--- src/lrss_pkg.sv ---
// lrss_pkg: widths, word types and sequencer states for the log-rank split statistic unit
// no dependencies; imported by log_rank_split_statistic_unit and lrss_checker
`timescale 1ns / 1ps
`default_nettype none

package lrss_pkg;

    // count and fixed-point widths
    localparam int COUNT_BITS = 12;
    localparam int FRAC_BITS  = 16;

    // state and result widths
    localparam int NUM_W    = 32;
    localparam int VAR_W    = 40;
    localparam int STAT_W   = 32;
    localparam int OUT_FRAC = 16;

    // multiplier operand and product widths
    localparam int HALF_W = 2 * COUNT_BITS;
    localparam int PROD_W = 4 * COUNT_BITS;
    localparam int DEN_W  = 3 * COUNT_BITS;

    // quotient bits of the numerator and variance divisions, root bits
    localparam int NQ_W   = 2 * COUNT_BITS + FRAC_BITS;
    localparam int VSHIFT = COUNT_BITS - 2;
    localparam int VQ_W   = VSHIFT + FRAC_BITS;
    localparam int RT_W   = (VAR_W + FRAC_BITS + 1) / 2;

    // shared radix-2 unit widths
    localparam int DIV_W  = (DEN_W > RT_W) ? DEN_W : RT_W;
    localparam int REM_W  = (DEN_W > RT_W + 1) ? DEN_W : RT_W + 1;
    localparam int ALU_W  = REM_W + 2;
    localparam int QA_W   = (NQ_W > STAT_W) ? NQ_W : STAT_W;
    localparam int Q_W    = (QA_W > RT_W) ? QA_W : RT_W;
    localparam int DVA_W  = (NQ_W > 2 * RT_W) ? NQ_W : 2 * RT_W;
    localparam int DVD_W  = (DVA_W > STAT_W) ? DVA_W : STAT_W;
    localparam int CNT_W  = $clog2(DVD_W + 1);

    // numerator accumulate width, wide enough for the sum plus the observed and expected terms
    localparam int SUMA_W = (NQ_W > NUM_W) ? NQ_W : NUM_W;
    localparam int SUM_W  = SUMA_W + 2;

    localparam logic [NUM_W-1:0] NUM_MAX = {1'b0, {(NUM_W-1){1'b1}}};
    localparam logic [NUM_W-1:0] NUM_MIN = {1'b1, {(NUM_W-1){1'b0}}};

    typedef struct packed {
        logic [COUNT_BITS-1:0] left_events;
        logic [COUNT_BITS-1:0] left_at_risk;
        logic [COUNT_BITS-1:0] parent_events;
        logic [COUNT_BITS-1:0] parent_at_risk;
        logic                  last_time;
    } t_in_word;

    typedef struct packed {
        logic [STAT_W-1:0] statistic;
        logic              saturated;
    } t_out_word;

    typedef enum logic [4:0] {
        ST_IDLE,
        ST_MUL_ND,
        ST_LD_NUM,
        ST_DIV_NUM,
        ST_ACC_NUM,
        ST_MUL_A,
        ST_MUL_B,
        ST_MUL_AB,
        ST_MUL_NN,
        ST_MUL_DEN,
        ST_LD_VAR,
        ST_DIV_VAR,
        ST_ACC_VAR,
        ST_LD_SQRT,
        ST_SQRT,
        ST_CMP,
        ST_DIV_OUT,
        ST_DONE
    } t_state;

endpackage

`default_nettype wire

--- src/log_rank_split_statistic_unit.sv ---
// log_rank_split_statistic_unit: log-rank split statistic over a stream of event-time words
// depends on lrss_pkg (widths, word types, sequencer states)
`timescale 1ns / 1ps
`default_nettype none

// channel   direction  signals                              word
// -------   ---------  -----------------------------------  ----------
// in        sink       i_in_valid / o_in_ready / i_in_data   t_in_word
// out       source     o_out_valid / i_out_ready / o_out_data t_out_word
//
// one word at a time; the shared radix-2 divide / square-root unit sets the pace
// a word with parent_at_risk of zero adds no term, one adds only the numerator term,
//   and two or more add both the numerator and the variance terms
// a word marked last then adds the square root, the compare and, unless zero or saturated, the final division
// reset (synchronous, active low) clears both sums, the sequencer and the output valid
// a finished result waits in the output register; the next word is taken meanwhile,
//   and only a second result stalls in ST_DONE until the first is taken
module log_rank_split_statistic_unit import lrss_pkg::*; (
    input  logic      i_clk,
    input  logic      i_rst_n,
    input  logic      i_in_valid,
    output logic      o_in_ready,
    input  t_in_word  i_in_data,
    output logic      o_out_valid,
    input  logic      i_out_ready,
    output t_out_word o_out_data
);

    // control registers
    t_state                  r_state, n_state;
    logic                    r_out_valid, n_out_valid;
    logic signed [NUM_W-1:0] r_num, n_num;
    logic [VAR_W-1:0]        r_var, n_var;

    // payload registers
    t_in_word            r_in, n_in;
    t_out_word           r_out, n_out;
    logic [PROD_W-1:0]   r_prod, n_prod;
    logic [HALF_W-1:0]   r_a, n_a;
    logic [HALF_W-1:0]   r_b, n_b;
    logic [DEN_W-1:0]    r_den, n_den;
    logic [REM_W-1:0]    r_rem, n_rem;
    logic [DVD_W-1:0]    r_dvd, n_dvd;
    logic [DIV_W-1:0]    r_div, n_div;
    logic [Q_W-1:0]      r_q, n_q;
    logic [CNT_W-1:0]    r_cnt, n_cnt;
    logic [STAT_W-1:0]   r_stat, n_stat;
    logic                r_sat, n_sat;

    // counts of the word in work, and the clamped ones for the variance term
    logic [COUNT_BITS-1:0] np, nl_c, dp_c;

    // shared multiplier
    logic [HALF_W-1:0] mul_x, mul_y;
    logic [PROD_W-1:0] mul_p;

    // shared subtract / compare
    logic [REM_W:0]   rem_sh1;
    logic [ALU_W-1:0] rem_sh2;
    logic [RT_W-1:0]  root;
    logic [ALU_W-1:0] alu_a, alu_b;
    logic [ALU_W:0]   alu_d;
    logic             alu_ge;
    logic             step_en;

    // accumulators
    logic [NUM_W-1:0]        n_abs;
    logic signed [SUM_W-1:0] num_ext, obs_ext, exp_ext, num_sum;
    logic [NUM_W-1:0]        num_sat;
    logic [VAR_W:0]          var_sum;
    logic [VAR_W-1:0]        var_sat;

    assign np   = r_in.parent_at_risk;
    assign nl_c = (r_in.left_at_risk > np) ? np : r_in.left_at_risk;
    assign dp_c = (r_in.parent_events > np) ? np : r_in.parent_events;

    // one multiplication per cycle, product registered before the next one reads it
    always_comb begin
        mul_x = '0;
        mul_y = '0;
        case (r_state)
            ST_MUL_ND: begin
                mul_x = HALF_W'(r_in.left_at_risk);
                mul_y = HALF_W'(r_in.parent_events);
            end
            ST_MUL_A: begin
                mul_x = HALF_W'(nl_c);
                mul_y = HALF_W'(np - nl_c);
            end
            ST_MUL_B: begin
                mul_x = HALF_W'(np - dp_c);
                mul_y = HALF_W'(dp_c);
            end
            ST_MUL_AB: begin
                mul_x = r_a;
                mul_y = r_b;
            end
            ST_MUL_NN: begin
                mul_x = HALF_W'(np);
                mul_y = HALF_W'(np);
            end
            ST_MUL_DEN: begin
                mul_x = r_a;
                mul_y = HALF_W'(np - COUNT_BITS'(1));
            end
            default: begin
                mul_x = '0;
                mul_y = '0;
            end
        endcase
    end

    assign mul_p = PROD_W'(mul_x) * PROD_W'(mul_y);

    // radix-2 step: division brings in one dividend bit, square root two
    assign rem_sh1 = {r_rem, r_dvd[DVD_W-1]};
    assign rem_sh2 = {r_rem, r_dvd[DVD_W-1 -: 2]};
    assign root    = r_q[RT_W-1:0];
    assign n_abs   = r_num[NUM_W-1] ? NUM_W'(-r_num) : NUM_W'(r_num);

    always_comb begin
        case (r_state)
            ST_SQRT: begin
                alu_a = rem_sh2;
                alu_b = ALU_W'({root, 2'b01});
            end
            ST_CMP: begin
                // quotient overflows 32 bits exactly when the upper half of |num| >= root
                alu_a = ALU_W'(n_abs[NUM_W-1:OUT_FRAC]);
                alu_b = ALU_W'(root);
            end
            default: begin
                alu_a = ALU_W'(rem_sh1);
                alu_b = ALU_W'(r_div);
            end
        endcase
    end

    assign alu_d  = {1'b0, alu_a} - {1'b0, alu_b};
    assign alu_ge = ~alu_d[ALU_W];

    assign step_en = (r_state inside {ST_DIV_NUM, ST_DIV_VAR, ST_SQRT, ST_DIV_OUT});

    // numerator: add dL*2^F minus the expected count, clamp to signed 32 bits
    assign num_ext = {{(SUM_W-NUM_W){r_num[NUM_W-1]}}, r_num};
    assign obs_ext = SUM_W'({r_in.left_events, {FRAC_BITS{1'b0}}});
    assign exp_ext = SUM_W'(r_q[NQ_W-1:0]);
    assign num_sum = num_ext + obs_ext - exp_ext;

    always_comb begin
        if ((&num_sum[SUM_W-1:NUM_W-1]) || !(|num_sum[SUM_W-1:NUM_W-1])) begin
            num_sat = num_sum[NUM_W-1:0];
        end else if (num_sum[SUM_W-1]) begin
            num_sat = NUM_MIN;
        end else begin
            num_sat = NUM_MAX;
        end
    end

    // variance: unsigned add, clamp at all ones
    assign var_sum = {1'b0, r_var} + (VAR_W+1)'(r_q[VQ_W-1:0]);
    assign var_sat = var_sum[VAR_W] ? {VAR_W{1'b1}} : var_sum[VAR_W-1:0];

    assign o_in_ready  = (r_state == ST_IDLE);
    assign o_out_valid = r_out_valid;
    assign o_out_data  = r_out;

    // sequencer
    always_comb begin
        n_state     = r_state;
        n_out_valid = r_out_valid && !i_out_ready;
        n_num       = r_num;
        n_var       = r_var;
        n_in        = r_in;
        n_out       = r_out;
        n_prod      = r_prod;
        n_a         = r_a;
        n_b         = r_b;
        n_den       = r_den;
        n_rem       = r_rem;
        n_dvd       = r_dvd;
        n_div       = r_div;
        n_q         = r_q;
        n_cnt       = r_cnt;
        n_stat      = r_stat;
        n_sat       = r_sat;

        if (step_en) begin
            n_rem = alu_ge ? alu_d[REM_W-1:0] : alu_a[REM_W-1:0];
            n_q   = {r_q[Q_W-2:0], alu_ge};
            n_dvd = (r_state == ST_SQRT) ? (r_dvd << 2) : (r_dvd << 1);
            n_cnt = r_cnt - CNT_W'(1);
        end

        case (r_state)
            ST_IDLE: begin
                if (i_in_valid) begin
                    n_in = i_in_data;
                    if (i_in_data.parent_at_risk != '0) begin
                        n_state = ST_MUL_ND;
                    end else if (i_in_data.last_time) begin
                        n_state = ST_LD_SQRT;
                    end else begin
                        n_state = ST_IDLE;
                    end
                end
            end
            ST_MUL_ND: begin
                n_prod  = mul_p;
                n_state = ST_LD_NUM;
            end
            ST_LD_NUM: begin
                // floor(nL*dP*2^F / nP)
                n_rem   = '0;
                n_q     = '0;
                n_dvd   = DVD_W'(r_prod[HALF_W-1:0]) << (DVD_W - HALF_W);
                n_div   = DIV_W'(np);
                n_cnt   = CNT_W'(NQ_W);
                n_state = ST_DIV_NUM;
            end
            ST_DIV_NUM: begin
                if (r_cnt == CNT_W'(1)) begin
                    n_state = ST_ACC_NUM;
                end
            end
            ST_ACC_NUM: begin
                n_num = num_sat;
                if (np > COUNT_BITS'(1)) begin
                    n_state = ST_MUL_A;
                end else if (r_in.last_time) begin
                    n_state = ST_LD_SQRT;
                end else begin
                    n_state = ST_IDLE;
                end
            end
            ST_MUL_A: begin
                n_a     = HALF_W'(mul_p);
                n_state = ST_MUL_B;
            end
            ST_MUL_B: begin
                n_b     = HALF_W'(mul_p);
                n_state = ST_MUL_AB;
            end
            ST_MUL_AB: begin
                n_prod  = mul_p;
                n_state = ST_MUL_NN;
            end
            ST_MUL_NN: begin
                n_a     = HALF_W'(mul_p);
                n_state = ST_MUL_DEN;
            end
            ST_MUL_DEN: begin
                n_den   = DEN_W'(mul_p);
                n_state = ST_LD_VAR;
            end
            ST_LD_VAR: begin
                // integer part of the variance term stays under 2^VSHIFT,
                // so the top bits start as the remainder
                n_rem   = REM_W'(r_prod >> VSHIFT);
                n_q     = '0;
                n_dvd   = DVD_W'(r_prod[VSHIFT-1:0]) << (DVD_W - VSHIFT);
                n_div   = DIV_W'(r_den);
                n_cnt   = CNT_W'(VQ_W);
                n_state = ST_DIV_VAR;
            end
            ST_DIV_VAR: begin
                if (r_cnt == CNT_W'(1)) begin
                    n_state = ST_ACC_VAR;
                end
            end
            ST_ACC_VAR: begin
                n_var   = var_sat;
                n_state = r_in.last_time ? ST_LD_SQRT : ST_IDLE;
            end
            ST_LD_SQRT: begin
                // var << F, left-aligned on an even bit boundary
                n_rem   = '0;
                n_q     = '0;
                n_dvd   = DVD_W'(r_var) << (DVD_W - 2 * RT_W + FRAC_BITS);
                n_cnt   = CNT_W'(RT_W);
                n_state = ST_SQRT;
            end
            ST_SQRT: begin
                if (r_cnt == CNT_W'(1)) begin
                    n_state = ST_CMP;
                end
            end
            ST_CMP: begin
                if (n_abs == '0) begin
                    n_stat  = '0;
                    n_sat   = 1'b0;
                    n_state = ST_DONE;
                end else if (alu_ge) begin
                    // zero root lands here as well
                    n_stat  = {STAT_W{1'b1}};
                    n_sat   = 1'b1;
                    n_state = ST_DONE;
                end else begin
                    n_rem   = REM_W'(n_abs[NUM_W-1:OUT_FRAC]);
                    n_q     = '0;
                    n_dvd   = DVD_W'(n_abs[OUT_FRAC-1:0]) << (DVD_W - OUT_FRAC);
                    n_div   = DIV_W'(root);
                    n_cnt   = CNT_W'(STAT_W);
                    n_state = ST_DIV_OUT;
                end
            end
            ST_DIV_OUT: begin
                if (r_cnt == CNT_W'(1)) begin
                    n_stat  = n_q[STAT_W-1:0];
                    n_sat   = 1'b0;
                    n_state = ST_DONE;
                end
            end
            ST_DONE: begin
                if (!r_out_valid || i_out_ready) begin
                    n_out_valid     = 1'b1;
                    n_out.statistic = r_stat;
                    n_out.saturated = r_sat;
                    n_num           = '0;
                    n_var           = '0;
                    n_state         = ST_IDLE;
                end
            end
            default: begin
                n_state = ST_IDLE;
            end
        endcase
    end

    always_ff @(posedge i_clk) begin
        if (!i_rst_n) begin
            r_state     <= ST_IDLE;
            r_out_valid <= 1'b0;
            r_num       <= '0;
            r_var       <= '0;
        end else begin
            r_state     <= n_state;
            r_out_valid <= n_out_valid;
            r_num       <= n_num;
            r_var       <= n_var;
        end
    end

    always_ff @(posedge i_clk) begin
        r_in   <= n_in;
        r_out  <= n_out;
        r_prod <= n_prod;
        r_a    <= n_a;
        r_b    <= n_b;
        r_den  <= n_den;
        r_rem  <= n_rem;
        r_dvd  <= n_dvd;
        r_div  <= n_div;
        r_q    <= n_q;
        r_cnt  <= n_cnt;
        r_stat <= n_stat;
        r_sat  <= n_sat;
    end

endmodule

`default_nettype wire

--- config.mk ---
export PLATFORM = sky130hd
export DESIGN_NAME = log_rank_split_statistic_unit
export DESIGN_NICKNAME = d
export VERILOG_FILES = /design/src/lrss_pkg.sv /design/src/log_rank_split_statistic_unit.sv
export SDC_FILE = /design/constraint.sdc
export NUM_CORES = 2
export LEC_CHECK = 0
export BUFFER_PORTS_ARGS = -buffer_cell sky130_fd_sc_hd__clkbuf_2
export CELL_PAD_IN_SITES_DETAIL_PLACEMENT = 0
export CELL_PAD_IN_SITES_GLOBAL_PLACEMENT = 1
export CORE_ASPECT_RATIO = 2
export CORE_MARGIN = 2
export CORE_UTILIZATION = 50
export CTS_CLUSTER_DIAMETER = 80
export DETAILED_ROUTE_END_ITERATION = 10
export PLACE_DENSITY_LB_ADDON = 0.25
export SYNTH_ARGS = -nofsm -noshare
export SYNTH_HDL_FRONTEND = slang
export SYNTH_SLANG_ARGS = --single-unit
--- constraint.sdc ---
create_clock -name i_clk -period 22.8 [get_ports i_clk]
set_input_delay 4.56 -clock i_clk [delete_from_list [all_inputs] [get_ports i_clk]]
set_output_delay 4.56 -clock i_clk [all_outputs]
set_load 0.005 [all_outputs]
==> impl_metrics.json <==
{
  "core-area_um2": 96300,
  "finalMaxSlewViolations": 0,
  "wl_met3_mm": 8.51,
  "critPathSlowestCell": "a311oi_1",
  "antenna_found_initial": 2,
  "postCtsSetupBuffers": 0,
  "fin_cells": 6603,
  "vias_per_cell": 6.11,
  "clk_pin_slew_ns": 0.07,
  "yosysUniqueCellTypes": 82,
  "status": "complete, no violations",
  "power_switching_uw": 1870,
  "clk_path_buf_depth": 3,
  "synthCells": 5379,
  "synth_nets": 6271,
  "multi_input_area_um2": 32000,
  "seq_power_share_pct": 30.6,
  "clk_latency_ns": 0.62,
  "swShare_pct": 44.0,
  "fin_skew_ns": 0.0344,
  "grtUsageTotal_pct": 34.7,
  "ios": 88,
  "slew_headroom_pct": 3.99,
  "dr_total_vias": 40300,
  "stdcell_area_um2": 52200,
  "ys_ff_latch": 497,
  "rsz0062_at_grt": "no",
  "synth-async-reset-ratio_pct": 0,
  "ir_worst_vdd_uv": 55.0,
  "fin_crit_ns": 14.35,
  "tightest_slew_ns": 1.43,
  "final_cell_mix": "inv_1 (787), nand2_1 (724), fa_1 (497), ha_1 (342), a21oi_1 (330)",
  "path_class": "reg2reg",
  "drt-pass1-iter-count": 6,
  "p_leak_uw": 0.0230,
  "final_common_cell": "inv_1",
  "ys.flop_type": "edfxtp_1",
  "fin_nets": 6232,
  "cts.hold.buffers_added": 0,
  "required_ns": 23.15,
  "overflow": 0,
  "met1Wirelength_mm": 53.3,
  "setup_violations": 0,
  "hp-class": "reg2reg",
  "p_int_uw": 2390,
  "top_layer": "met4",
  "drive_gt1_share_pct": 6.56,
  "drc": 0,
  "wl_met2_mm": 89.6,
  "max_stage_delay_ns": 0.85,
  "ant_nets": 0,
  "worstPathMaxFanout": 23,
  "placedInstanceArea_um2": 50400,
  "worst_slack_ns": 8.45,
  "routed_wl_mm": 171,
  "numCtsBuffers": 47,
  "dieArea_um2": 99800,
  "power.density_nw_per_um2": 81.6,
  "post_cts_resized": 0,
  "dp_slack_ns": 8.74,
  "crit_arrival_ns": 14.70,
  "dp.cells": 6513,
  "drt_iter0_drc": 2797,
  "maxCapViolations": 0,
  "synth_warnings": 0,
  "whs_ns": 0.414,
  "grt_pass1_vias": 42800,
  "hold_viol_final": 0,
  "seqCellArea_um2": 12800,
  "fp.dieW_um": 224,
  "fin_crit_sh_pct": 63.0,
  "dp_hpwl_mm": 132,
  "cts_tree": "built",
  "setup_tns_ns": 0,
  "cts_root_buf": "clkbuf_16",
  "cts_sinks": 497,
  "p_comb_share_pct": 47.9,
  "fillers": 9014,
  "syn_to_final_growth_pct": 7.41,
  "start_kind": "flop",
  "critPathCaptureType": "flop",
  "io_buffers": 87,
  "gp_congestion": 0.992,
  "ys_seq_area_share_pct": 26.3,
  "synth_area_um2": 48600,
  "synth_edf_count": 281,
  "rows": 161,
  "clock_power_share_pct": 21.5,
  "initial_core_util_pct": 50.5,
  "avgSynthCellArea_um2": 9.03,
  "grt_pass1_wl_mm": 257,
  "htreeDepth": 2,
  "grt_max_degree": 79,
  "fp.dieH_um": 445,
  "wl_per_cell_um": 25.9,
  "fmax_mhz": 69.7
}
-- cell usage after synthesis, types with 111 or more instances --
| master | number | area share [%] |
|---|---|---|
| a21o_1 | 120 | 1.9 |
| a21oi_1 | 331 | 3.4 |
| clkbuf_1 | 241 | 1.9 |
| dfxtp_1 | 216 | 8.9 |
| edfxtp_1 | 281 | 17 |
| fa_1 | 497 | 20 |
| ha_1 | 342 | 8.8 |
| inv_1 | 787 | 6.1 |
| nand2_1 | 725 | 5.6 |
| nor2_1 | 317 | 2.4 |
| o21ai_0 | 172 | 1.8 |
| xnor2_1 | 111 | 2.0 |
-- kinds of logic after synthesis --
group                    count (synthesis)  share of synthesized area [%]
AND/OR/NAND/NOR                       1475                           13.6
AO/OA/AOI/OAI                         1218                           17.1
buffers and inverters                 1067                           8.34
adder cells (fa/ha/maj)                839                           29.3
flip-flops                             497                           26.3
XOR/XNOR                               174                           3.14
multiplexers                           109                           2.26
-- registers in the layout (all words and copies together), names as in the netlist, 6 cells and up --
register / flops
r_dvd: 56
r_prod: 46
r_q: 40
r_var: 40
r_den: 36
r_div: 36
r_rem: 36
o_out_data: 33
r_num: 32
r_stat: 32
r_in: 25
r_a: 24
r_b: 24
np: 12
obs_ext: 12
r_cnt: 6
-- power by group through the flow --
stage	clock, uW	sequential, uW	combinational, uW
after global placement	0	1310	1980
after detailed placement	0	1310	1990
after CTS	927	1290	2010
after global routing	954	1310	2210
final	916	1300	2040
after floorplan	0	1230	1380
-- path summary, 6_finish.rpt --
kind,end,slack [ns],startpoint,cells after the start
worst max-delay path,r_prod[43]$_DFFE_PP_,8.45,np[7]$_DFFE_PP_,46
worst max register to register,r_prod[43]$_DFFE_PP_,8.45,np[7]$_DFFE_PP_,46
worst min-delay path,o_out_data[12]$_DFFE_PP_,0.41,r_stat[11]$_DFFE_PP_,0
worst min register to register,o_out_data[12]$_DFFE_PP_,0.41,r_stat[11]$_DFFE_PP_,0
-- area by class of cell --
| type | instances | share of cell area, % |
|---|---|---|
| Multi-Input combinational cell | 3815 | 61.3 |
| Sequential cell | 497 | 24.5 |
| Inverter | 790 | 5.68 |
| Tap cell | 1222 | 2.93 |
| Clock buffer | 53 | 2.40 |
| Timing Repair Buffer | 189 | 2.30 |
| Clock inverter | 34 | 0.942 |
| Antenna cell | 3 | 0.0144 |
-- metrics by stage --
step / total power (uW) / util, %
after CTS: 4230 / 54.2
after global routing: 4470 / 54.2
after floorplan: 2610 / -
after detailed placement: 3310 / 52.4
after global placement: 3290 / 52.4
final: 4260 / 54.2
-- critical path: cells and delay by family, from the launching register on --
kind	cells	cell delay [ns]
AOI/OAI and AO/OA	20	6.63
buffers and inverters	9	1.06
adders and majority gates	11	4.79
and+or+nand+nor	6	0.95
DFF	1	0.60
-- routing by layer --
layer	vias up	track usage [%]
met5	-	0
met4	0	31.6
met3	710	4.42
met2	1462	64.5
met1	20000	32.5
li1	18200	-
Note: power is estimated with default switching activity, not from simulation.
